File: src/hdl/gyro_bias_deadband_angle_integrator_macros.svh
// Assertion macros used by the gyro integrator core.
// Needs a clk and an active-low rst_n in the including module's scope.
`ifndef GYRO_BIAS_DEADBAND_ANGLE_INTEGRATOR_MACROS_SVH
`define GYRO_BIAS_DEADBAND_ANGLE_INTEGRATOR_MACROS_SVH

// Consequent checked in the same cycle as the antecedent.
`define GBDI_ASSERT_NOW(lbl, ante, cons, msg) \
  lbl: assert property (@(posedge clk) disable iff (!rst_n) (ante) |-> (cons)) \
    else $error(msg);

// Consequent checked in the cycle after the antecedent.
`define GBDI_ASSERT_NEXT(lbl, ante, cons, msg) \
  lbl: assert property (@(posedge clk) disable iff (!rst_n) (ante) |=> (cons)) \
    else $error(msg);

`endif

File: src/hdl/gbdi_pkg.sv
// Shared types, widths and constants for the gyro bias / deadband / angle integrator.
// No dependencies; used by gbdi_front, gbdi_core and the top level.
package gbdi_pkg;

  localparam int AXES        = 3;
  localparam int RAW_W       = 16;
  localparam int DT_W        = 16;
  localparam int Q_SHIFT     = 8;
  localparam int BIAS_W      = 24;
  localparam int RATE_W      = 25;
  localparam int ACC_W       = 56;
  localparam int DB_W        = 23;
  localparam int QMAG_W      = 24;
  localparam int QACC_W      = 25;
  localparam int RECIP_W     = 32;
  localparam int RECIP_SHIFT = 23;

  localparam logic [DB_W-1:0]  DEADBAND_RST = 23'd29257;
  localparam logic [ACC_W-1:0] ACC_MAX      = {1'b0, {(ACC_W-1){1'b1}}};
  localparam logic [ACC_W-1:0] ACC_MIN      = {1'b1, {(ACC_W-1){1'b0}}};

  typedef enum logic [1:0] {
    MODE_CAL  = 2'd0,
    MODE_MEAS = 2'd1,
    MODE_READ = 2'd2
  } mode_t;

  // Item handed from the front pipeline to the core: fields plus the
  // per-axis Q8 quotient magnitude floor(|raw| * 256 / CAL_SAMPLES).
  typedef struct packed {
    logic [1:0]                    mode;
    logic [AXES-1:0][RAW_W-1:0]    raw;
    logic [DT_W-1:0]               dt;
    logic [AXES-1:0][QMAG_W-1:0]   q_mag;
  } item_t;

  function automatic logic [RAW_W-1:0] raw_mag(input logic [RAW_W-1:0] raw);
    return raw[RAW_W-1] ? (~raw + 1'b1) : raw;
  endfunction

endpackage

File: src/hdl/gbdi_front.sv
// Front pipeline: input register, then per-axis reciprocal multiply for the
// calibration quotient. Depends on gbdi_pkg.
module gbdi_front #(
  parameter int CAL_SAMPLES = 100
) (
  input  logic                clk,
  input  logic                rst_n,
  input  logic                in_valid,
  output logic                in_stall,
  input  logic [1:0]          in_mode,
  input  logic signed [15:0]  in_raw_x,
  input  logic signed [15:0]  in_raw_y,
  input  logic signed [15:0]  in_raw_z,
  input  logic [15:0]         in_dt_ticks,
  output logic                item_valid,
  input  logic                item_take,
  output gbdi_pkg::item_t     item
);

  localparam int RAW_W   = gbdi_pkg::RAW_W;
  localparam int RECIP_W = gbdi_pkg::RECIP_W;
  localparam int PROD_W  = RAW_W + RECIP_W;
  localparam int QLO     = gbdi_pkg::RECIP_SHIFT;
  localparam int QHI     = gbdi_pkg::RECIP_SHIFT + gbdi_pkg::QMAG_W - 1;

  // ceil(2^31 / N): exact floor(256*x/N) for |x| <= 2^15 after >> 23
  localparam longint unsigned RECIP_WIDE =
    ((64'd1 << (gbdi_pkg::RECIP_SHIFT + gbdi_pkg::Q_SHIFT)) + 64'(CAL_SAMPLES) - 64'd1)
    / 64'(CAL_SAMPLES);
  localparam logic [RECIP_W-1:0] RECIP = RECIP_WIDE[RECIP_W-1:0];

  logic                                   s1_valid_r, s1_valid_nxt;
  logic [1:0]                             s1_mode_r;
  logic [gbdi_pkg::AXES-1:0][RAW_W-1:0]   s1_raw_r;
  logic [gbdi_pkg::DT_W-1:0]              s1_dt_r;
  logic                                   s2_valid_r, s2_valid_nxt;
  gbdi_pkg::item_t                        s2_item_r, s2_item_nxt;

  logic s2_load, s1_adv, in_xfer;
  logic [PROD_W-1:0] prod [gbdi_pkg::AXES];

  assign s2_load  = !s2_valid_r || item_take;
  assign s1_adv   = s1_valid_r && s2_load;
  assign in_stall = s1_valid_r && !s2_load;
  assign in_xfer  = in_valid && !in_stall;

  assign s1_valid_nxt = in_xfer ? 1'b1 : (s1_adv ? 1'b0 : s1_valid_r);
  assign s2_valid_nxt = s1_adv ? 1'b1 : (item_take ? 1'b0 : s2_valid_r);

  genvar g;
  generate
    for (g = 0; g < gbdi_pkg::AXES; g++) begin : g_axis
      assign prod[g] = PROD_W'(gbdi_pkg::raw_mag(s1_raw_r[g])) * PROD_W'(RECIP);
      assign s2_item_nxt.q_mag[g] = prod[g][QHI:QLO];
    end
  endgenerate

  assign s2_item_nxt.mode = s1_mode_r;
  assign s2_item_nxt.raw  = s1_raw_r;
  assign s2_item_nxt.dt   = s1_dt_r;

  always_ff @(posedge clk) begin
    if (!rst_n) begin
      s1_valid_r <= 1'b0;
      s2_valid_r <= 1'b0;
    end else begin
      s1_valid_r <= s1_valid_nxt;
      s2_valid_r <= s2_valid_nxt;
    end
  end

  always_ff @(posedge clk) begin
    if (in_xfer) begin
      s1_mode_r   <= in_mode;
      s1_raw_r[0] <= in_raw_x;
      s1_raw_r[1] <= in_raw_y;
      s1_raw_r[2] <= in_raw_z;
      s1_dt_r     <= in_dt_ticks;
    end
    if (s1_adv) begin
      s2_item_r <= s2_item_nxt;
    end
  end

  assign item_valid = s2_valid_r;
  assign item       = s2_item_r;

endmodule

File: config.mk
export PLATFORM = sky130hd
export DESIGN_NAME = gbdi_front
export DESIGN_NICKNAME = d
export VERILOG_FILES = /design/src/hdl/gyro_bias_deadband_angle_integrator_macros.svh /design/src/hdl/gbdi_pkg.sv /design/src/hdl/gbdi_front.sv
export SDC_FILE = /design/constraint.sdc
export NUM_CORES = 1
export LEC_CHECK = 0
export BUFFER_PORTS_ARGS = -buffer_cell sky130_fd_sc_hd__buf_2
export CAP_MARGIN = 10
export CORE_MARGIN = 2
export CORE_UTILIZATION = 55
export DETAILED_ROUTE_END_ITERATION = 10
export HOLD_SLACK_MARGIN = 0.05
export PLACE_DENSITY = 0.86
export SKIP_LAST_GASP = 1
export SLEW_MARGIN = 10
export SYNTH_ARGS = -nofsm -noshare
export SYNTH_HDL_FRONTEND = slang
export SYNTH_SLANG_ARGS = --single-unit
File: constraint.sdc
create_clock -name clk -period 7.5 [get_ports clk]
set_clock_uncertainty 0.05 [all_clocks]
set_input_delay 0.375 -clock clk [delete_from_list [all_inputs] [get_ports clk]]
set_output_delay 0.375 -clock clk [all_outputs]
set_load 0.01 [all_outputs]
==> flow_summary.ini, run 1 <==
[final_layout]
mostFrequentLayoutCells = 522 x inv_1, 473 x ha_1, 349 x fa_1
antenna_cells = 0
final_cells = 3101
layout_commonest_cell = inv_1
regArea_mm2 = 0.00563
n_fill_cell = 3147
multi_input_area_mm2 = 0.0169
final_nets = 3408
layout-drive-gt1-share = 0.192
area_delta_synth_final_pct = 18.7

[global_route]
gr-total-overflow = 0
grt_max_degree = 56
grt_pass1_wl_um = 98200
antenna_found_initial = 0
grt_pass1_vias = 18200
grt_util_all_layers = 0.291

[place]
gp_congestion = 0.981
portBuffers = 191
dpl.hpwl_um = 52100
dpl.cell_count = 2990

[setup_path]
crit_fanout = 3
cp.required_ps = 7690
path_class = reg2reg
crit_arrival_ps = 7520
rr_worst_depth = 27
critPathCaptureType = register
crit_path_start_kind = register

[detailed_routing]
drt-initial-drc-count = 1112
num_vias = 16800
dr.pass1.iters = 5
detail-route-antenna-nets = 0
wl_um = 63300
avgRoutedWirePerCell_um = 20.4
drc = 0
viasPerCell = 5.41

[timing]
period_needed_ps = 7340
setup_viol = 0
slew_viol_final = 0
worstMarginPinSlew_ps = 923
hold_viol = 0
min_period_over_period = 0.978
rsz0062_at_grt = yes
slew_headroom = 0.383
hold_ws_ps = 63.1
timing.fmax_mhz = 136

[outcome]
outcome = finished, final reports clean

[clock_network]
clk_pin_slew_worst_paths_ps = 90
cts_max_level = 4
cts_tree = yes
cts_buffers = 17
root_buffer = clkbuf_16
clk_latency_ps = 510
cts.path.max_buffers = 2
clock-sinks = 188

[min_path]
hold_depth = 1
min_path_type = in2reg

[floorplanning]
initial_core_util = 0.559
rows = 76
core_mm2 = 0.0432
die_area_mm2 = 0.0455
pin_count = 210
die_w_um = 213
die_y_um = 213

[synthesis]
ys.flop_type = edfxtp_1
syn_area_per_cell_um2 = 11.6
yosysWarnings = 0
synth_cells = 2071
synth_seq_cells = 188
synth.distinct_cells = 60
ys_seq_area_frac = 0.233
synth-edff-count = 186
ys_async_sr_fraction = 0
synth_area_mm2 = 0.0241

[run]
drv_cap = 0
==> cell type report <==
cell class | instances | share of cell area
timing repair buffer | 421 | 0.0995
clock inverter | 15 | 0.00441
tap | 585 | 0.0256
multi-input combinational | 1350 | 0.590
sequential | 188 | 0.196
inverter | 525 | 0.0688
clock buffer | 17 | 0.0149
==> kinds of logic after synthesis <==
family,after synthesis,synth area share
buf+inv,550,0.0884
xor+xnor,98,0.0356
simple gates,196,0.0437
fa+ha+maj,835,0.544
flops,188,0.233
other cells,1,0.000155
compound gates,203,0.0550
==> state kept, by name (all words and copies together) (netlist names) <==
register    flops
item          120
s1_raw_r       48
s1_dt_r        16
s1_mode_r       2
item_valid      1
s1_valid_r      1
==> through the flow <==
step	setup TNS [ps]	utilization	worst slack, ps	area, um2
after global placement	0	0.622	107	26900
after floorplan	0	-	49.3	24200
final	0	0.663	163	28600
after detailed placement	-283	0.622	-96.2	26900
after global routing	-241	0.663	-107	28600
after CTS	-46.9	0.651	-29.9	28100
==> path summary, 6_finish.rpt <==
| path | start | endpoint | slack, ps |
|---|---|---|---|
| setup / recovery | s1_raw_r[22] | item[40] | 160 |
| setup reg to reg | s1_raw_r[22] | item[40] | 160 |
| hold / removal | in_raw_z[1] | s1_raw_r[33] | 60 |
| hold reg to reg | s1_dt_r[2] | item[74] | 370 |
==> synth_stat cells, drive strengths merged (11+ instances only) <==
library cell  count  area, um2
nand2b           17        106
edfxtp          186       5590
xnor2            67        587
xor2             31        272
buf              19        139
nand2            49        184
nor2b            14       90.1
a21oi            65        325
inv             525       1970
nor2             34        128
o21a             11       82.6
o31ai            14        110
a21o             30        226
ha              479       5990
o21ai            36        191
nand4            11       68.8
nand3            11       55.1
fa              356       7130
==> layer usage <==
layer / vias to the layer above / track usage / routed length [um]
li1: 7601 / - / -
met1: 8452 / 0.371 / 25300
met2: 594 / 0.508 / 32300
met3: 114 / 0.0426 / 3480
met4: 0 / 0.103 / 2140
met5: - / 0 / 0
==> critical path: stages (launching register included) <==
cell	delay (ps)
edfxtp_1	450
or4_4	560
or3_1	390
or3_4	360
nand2_1	140
buf_4	130
xnor2_1	120
ha_1	370
ha_1	160
inv_1	60
fa_1	580
inv_1	60
fa_1	480
inv_1	50
fa_1	480
inv_1	50
fa_1	440
ha_1	280
o21a_1	220
o21ai_4	220
a2111oi_4	80
a211oi_2	220
buf_4	180
a211oi_2	90
o311a_1	400
o21a_1	200
nor2_2	120
xnor2_1	100
==> what timing repair did <==
| action | in CTS | in global routing |
|---|---|---|
| pin swaps | 0 | 30 |
| setup endpoints to repair | 15 | 40 |
| hold buffers | 66 | 0 |
| buffers inserted | 0 | 13 |
| endpoints found under the hold margin | 66 | 0 |
| resized for setup | 6 | 84 |
Power of run 1 is not shown: default switching activity piles up to over one toggle a cycle in this logic, so the estimate is an artifact.
==> run 2: changes to the inputs <==
--- a/config.mk
+++ b/config.mk
@@ -7,8 +7,10 @@
 export LEC_CHECK = 0
 export BUFFER_PORTS_ARGS = -buffer_cell sky130_fd_sc_hd__buf_2
 export CAP_MARGIN = 10
+export CORE_ASPECT_RATIO = 0.8
 export CORE_MARGIN = 2
 export CORE_UTILIZATION = 55
+export CTS_CLUSTER_SIZE = 10
 export DETAILED_ROUTE_END_ITERATION = 10
 export HOLD_SLACK_MARGIN = 0.05
 export PLACE_DENSITY = 0.86
==> flow_summary.ini, run 2 (synthesis gave the netlist of run 1 again) <==
[final_layout]
mostFrequentLayoutCells = 514 x inv_1, 456 x ha_1, 343 x fa_1
area_delta_synth_final_pct = 21.6
final_nets = 3449
layout-drive-gt1-share = 0.222
largest_reg_flops = 120
antenna_cells = 0
layout_commonest_cell = inv_1

[detailed_routing]
viasPerCell = 5.43
drc = 0
dr.pass1.iters = 7
num_vias = 16900
drt-initial-drc-count = 991
wl_um = 65600
detail-route-antenna-nets = 0
avgRoutedWirePerCell_um = 21.0

[setup_path]
r2r-end = item[62]
rr_worst_depth = 26
r2r_slack_ps = 30
crit_path_max_incr_delay_ps = 580
endpoint = item[62]
critPathBufInv = 7
path_common_cell = fa_1
cp_slowest_cell = or4_4
r2r_start = s1_raw_r[37]
crit_fanout = 4
cp_top_family = adder cells
cp_num_cells = 26
critPathCaptureType = register
path_class = reg2reg
crit_arrival_ps = 7720
crit_path_start_kind = register
cp.required_ps = 7740
startpoint = s1_raw_r[37]

[global_route]
antenna_found_initial = 2
grt_pass1_vias = 18500
grt_util_all_layers = 0.298
grt_pass1_wl_um = 101000
gr-total-overflow = 0
grt_max_degree = 70

[place]
gp_congestion = 0.997
dpl.hpwl_um = 54100
pre_cts_slack_ps = -338
portBuffers = 191

[timing]
hold_ws_ps = 99.3
setup_viol = 0
hold_viol = 0
timing.fmax_mhz = 134
slew_headroom = 0.334
worstMarginPinSlew_ps = 1000
min_period_over_period = 0.996
fin_ws_ps = 26.5
slew_viol_final = 0
rsz0062_at_grt = yes
period_needed_ps = 7470

[floorplanning]
pin_count = 210
die_area_mm2 = 0.0456
die_w_um = 238
die_y_um = 191
initial_core_util = 0.558
core_mm2 = 0.0432
rows = 68

[min_path]
min_path_type = in2reg

[clock_network]
cts.path.max_buffers = 2
cts_buffers = 17
cts_max_level = 4
cts_tree = yes
clk_pin_slew_worst_paths_ps = 80
clk_latency_ps = 490
root_buffer = clkbuf_16
clock-sinks = 188

[run]
drv_cap = 0

[outcome]
outcome = finished, final reports clean
==> run 2: cell types whose count changed in the layout (fill, tap and decap cells not counted), sizes merged <==
| cell | previous run | this run |
|---|---|---|
| buf | 355 | 398 |
| bufinv | 0 | 1 |
| clkbuf | 17 | 18 |
| clkinvlp | 2 | 1 |
| dlygate4sd3 | 66 | 64 |
| inv | 534 | 533 |
==> run 2: worst min path at each step <==
| stage | depth (start not counted) | endpoint | from | slack, ps |
|---|---|---|---|---|
| after detailed placement | 0 | item[85] | s1_dt_r[13] | 360 |
| after CTS | 1 | s1_raw_r[37] | in_raw_z[5] | 70 |
| after floorplan | 0 | item[136] | s1_mode_r[0] | 350 |
| final | 1 | s1_raw_r[37] | in_raw_z[5] | 100 |
| after global routing | 1 | s1_raw_r[37] | in_raw_z[5] | 80 |
| after global placement | 0 | item[80] | s1_dt_r[8] | 350 |
==> run 2: stage by stage <==
step | utilization | instance area [um2] | std cells | setup TNS (ps)
after detailed placement | 0.626 | 27100 | 2995 | -2690
final | 0.678 | 29300 | 3117 | 0
after CTS | 0.660 | 28500 | 3095 | 0
after floorplan | - | 24200 | 2088 | 0
after global placement | 0.626 | 27100 | 2995 | -885
after global routing | 0.678 | 29300 | 3117 | -1240
==> run 2: routing by layer <==
layer,GRT usage,part of all wire
met3,0.0833,0.079
met4,0.0755,0.022
met1,0.405,0.43
met2,0.474,0.46
met5,0.0141,0.0015
==> run 2: timing repair <==
item | in CTS | in global routing
pin swaps | 12 | 64
setup buffers | 4 | 24
setup endpoints to repair | 22 | 40
hold buffers | 64 | 0
hold endpoints to repair | 63 | 0
resized for setup | 38 | 113
==> run 2: area by class of cell <==
type / instances / area, um2
Tap cell: 560 / 701
Timing Repair Buffer: 462 / 3170
Clock inverter: 14 / 148
Clock buffer: 18 / 429
Inverter: 525 / 1970
Fill cell: 3188 / 13900
Sequential cell: 188 / 5630
Multi-Input combinational cell: 1350 / 17300
==> run 2: worst register-to-register path, delay by kind of cell (launching register included) <==
| family | cells | cell delay [ps] |
|---|---|---|
| adders and majority gates | 7 | 3280 |
| and+or+nand+nor | 5 | 1470 |
| AOI/OAI and AO/OA | 5 | 840 |
| buffers and inverters | 7 | 750 |
| xor gates and xnor gates | 2 | 460 |
| DFF | 1 | 420 |
Power of run 2 is left out for the same reason.
==> run 3: changes to the inputs <==
--- a/config.mk
+++ b/config.mk
@@ -8,7 +8,6 @@
 export BUFFER_PORTS_ARGS = -buffer_cell sky130_fd_sc_hd__buf_2
 export CAP_MARGIN = 10
 export CORE_ASPECT_RATIO = 0.8
-export CORE_MARGIN = 2
 export CORE_UTILIZATION = 55
 export CTS_CLUSTER_SIZE = 10
 export DETAILED_ROUTE_END_ITERATION = 10
==> flow_summary.ini, run 3 (synthesis gave the netlist of run 1 again) <==
[detailed_routing]
viasPerCell = 5.50
detail-route-antenna-nets = 0
wl_um = 65700
avgRoutedWirePerCell_um = 21.2
num_vias = 17000
dr.pass1.iters = 5
drc = 0
drt-initial-drc-count = 1131

[final_layout]
mostFrequentLayoutCells = 513 x inv_1, 452 x ha_1, 344 x fa_1
layout-drive-gt1-share = 0.222
n_fill_cell = 3082
final_nets = 3430
area_delta_synth_final_pct = 21.7
final_util = 0.679
layout_commonest_cell = inv_1
largest_reg_flops = 120
antenna_cells = 0

[setup_path]
r2r-end = item[35]
critPathBufInv = 8
cp.required_ps = 7670
r2r_slack_ps = 30
path_common_cell = fa_1
rr_worst_depth = 29
cp_top_family = adder cells
startpoint = s1_raw_r[17]
crit_fanout = 4
path_class = reg2reg
endpoint = item[35]
cp_slowest_cell = or4_4
critPathCaptureType = register
crit_path_max_incr_delay_ps = 540
cp_num_cells = 29
r2r_start = s1_raw_r[17]
crit_arrival_ps = 7640
crit_path_start_kind = register

[clock_network]
clk_latency_ps = 480
clock-sinks = 188
cts_tree = yes
cts_buffers = 17
cts_max_level = 4
root_buffer = clkbuf_16
cts.path.max_buffers = 2
clk_pin_slew_worst_paths_ps = 90

[floorplanning]
initial_core_util = 0.558
die_area_mm2 = 0.0447
rows = 68
die_y_um = 189
pin_count = 210
die_w_um = 236
core_mm2 = 0.0432

[place]
pre_cts_slack_ps = -254
portBuffers = 191
gp_congestion = 1.04
dpl.hpwl_um = 53500

[global_route]
gr-total-overflow = 0
grt_max_degree = 75
grt_pass1_vias = 18300
antenna_found_initial = 0
grt_pass1_wl_um = 100000
grt_util_all_layers = 0.300

[timing]
slew_headroom = 0.249
worstMarginPinSlew_ps = 1130
hold_viol = 0
period_needed_ps = 7470
timing.fmax_mhz = 134
setup_viol = 0
slew_viol_final = 0
fin_ws_ps = 30.6
min_period_over_period = 0.996
rsz0062_at_grt = yes

[run]
drv_cap = 0

[outcome]
outcome = finished, final reports clean

[min_path]
min_path_type = in2reg
## run 3: cell types whose count changed in the layout (fill, tap and decap cells not counted), moves of 4 or more
| cell | before | now |
|---|---|---|
| o31ai_4 | 1 | 5 |
| o31ai_2 | 5 | 1 |
| buf_4 | 201 | 179 |
| ha_1 | 456 | 452 |
## run 3: how the worst min path moves through the flow
| stage | from | to | slack, ps | depth (start not counted) |
|---|---|---|---|---|
| 2_1_floorplan | s1_mode_r[0] | item[136] | 350 | 0 |
| 3_3_place_gp | s1_dt_r[13] | item[85] | 350 | 0 |
| 3_5_place_dp | s1_dt_r[1] | item[73] | 350 | 0 |
| 4_1_cts | in_valid | s1_valid_r | 50 | 2 |
| 5_1_grt | in_raw_x[6] | s1_raw_r[6] | 70 | 1 |
| 6_report | in_valid | s1_valid_r | 90 | 2 |
## run 3: per-layer routing
| layer | global-route usage | share of wire | vias up |
|---|---|---|---|
| met3 | 0.0869 | 0.092 | 101 |
| met5 | 0 | 0 | - |
| met1 | 0.409 | 0.43 | 8625 |
| met2 | 0.470 | 0.46 | 648 |
| met4 | 0.0794 | 0.023 | 0 |
| li1 | - | - | 7655 |
## run 3: per-stage QoR
| stage | setup TNS, ps | hold slack (ps) | instances | instance area (um2) |
|---|---|---|---|---|
| 2_1_floorplan | 0 | 350 | 2088 | 24200 |
| 6_report | 0 | 85.6 | 3098 | 29300 |
| 4_1_cts | -6.19 | 52.0 | 3073 | 28400 |
| 3_3_place_gp | -309 | 351 | 2970 | 26900 |
| 5_1_grt | -1420 | 72.7 | 3098 | 29300 |
| 3_5_place_dp | -2550 | 355 | 2970 | 26900 |
## run 3: what timing repair did
action | 4_1_cts | 5_1_grt
cloned | 0 | 0
endpoints found under the hold margin | 65 | 0
setup endpoints to repair | 30 | 40
gates resized for setup | 44 | 135
pin swaps | 11 | 68
hold buffers | 64 | 0
buffers inserted | 7 | 28
## run 3: final cells by class
type	instances	area, um2	area share
Inverter	525	1970	0.0672
Clock inverter	15	180	0.00614
Sequential cell	188	5630	0.192
Tap cell	560	701	0.0239
Multi-Input combinational cell	1350	17400	0.593
Timing Repair Buffer	443	3040	0.104
Clock buffer	17	425	0.0145
Power of run 3 is left out for the same reason.
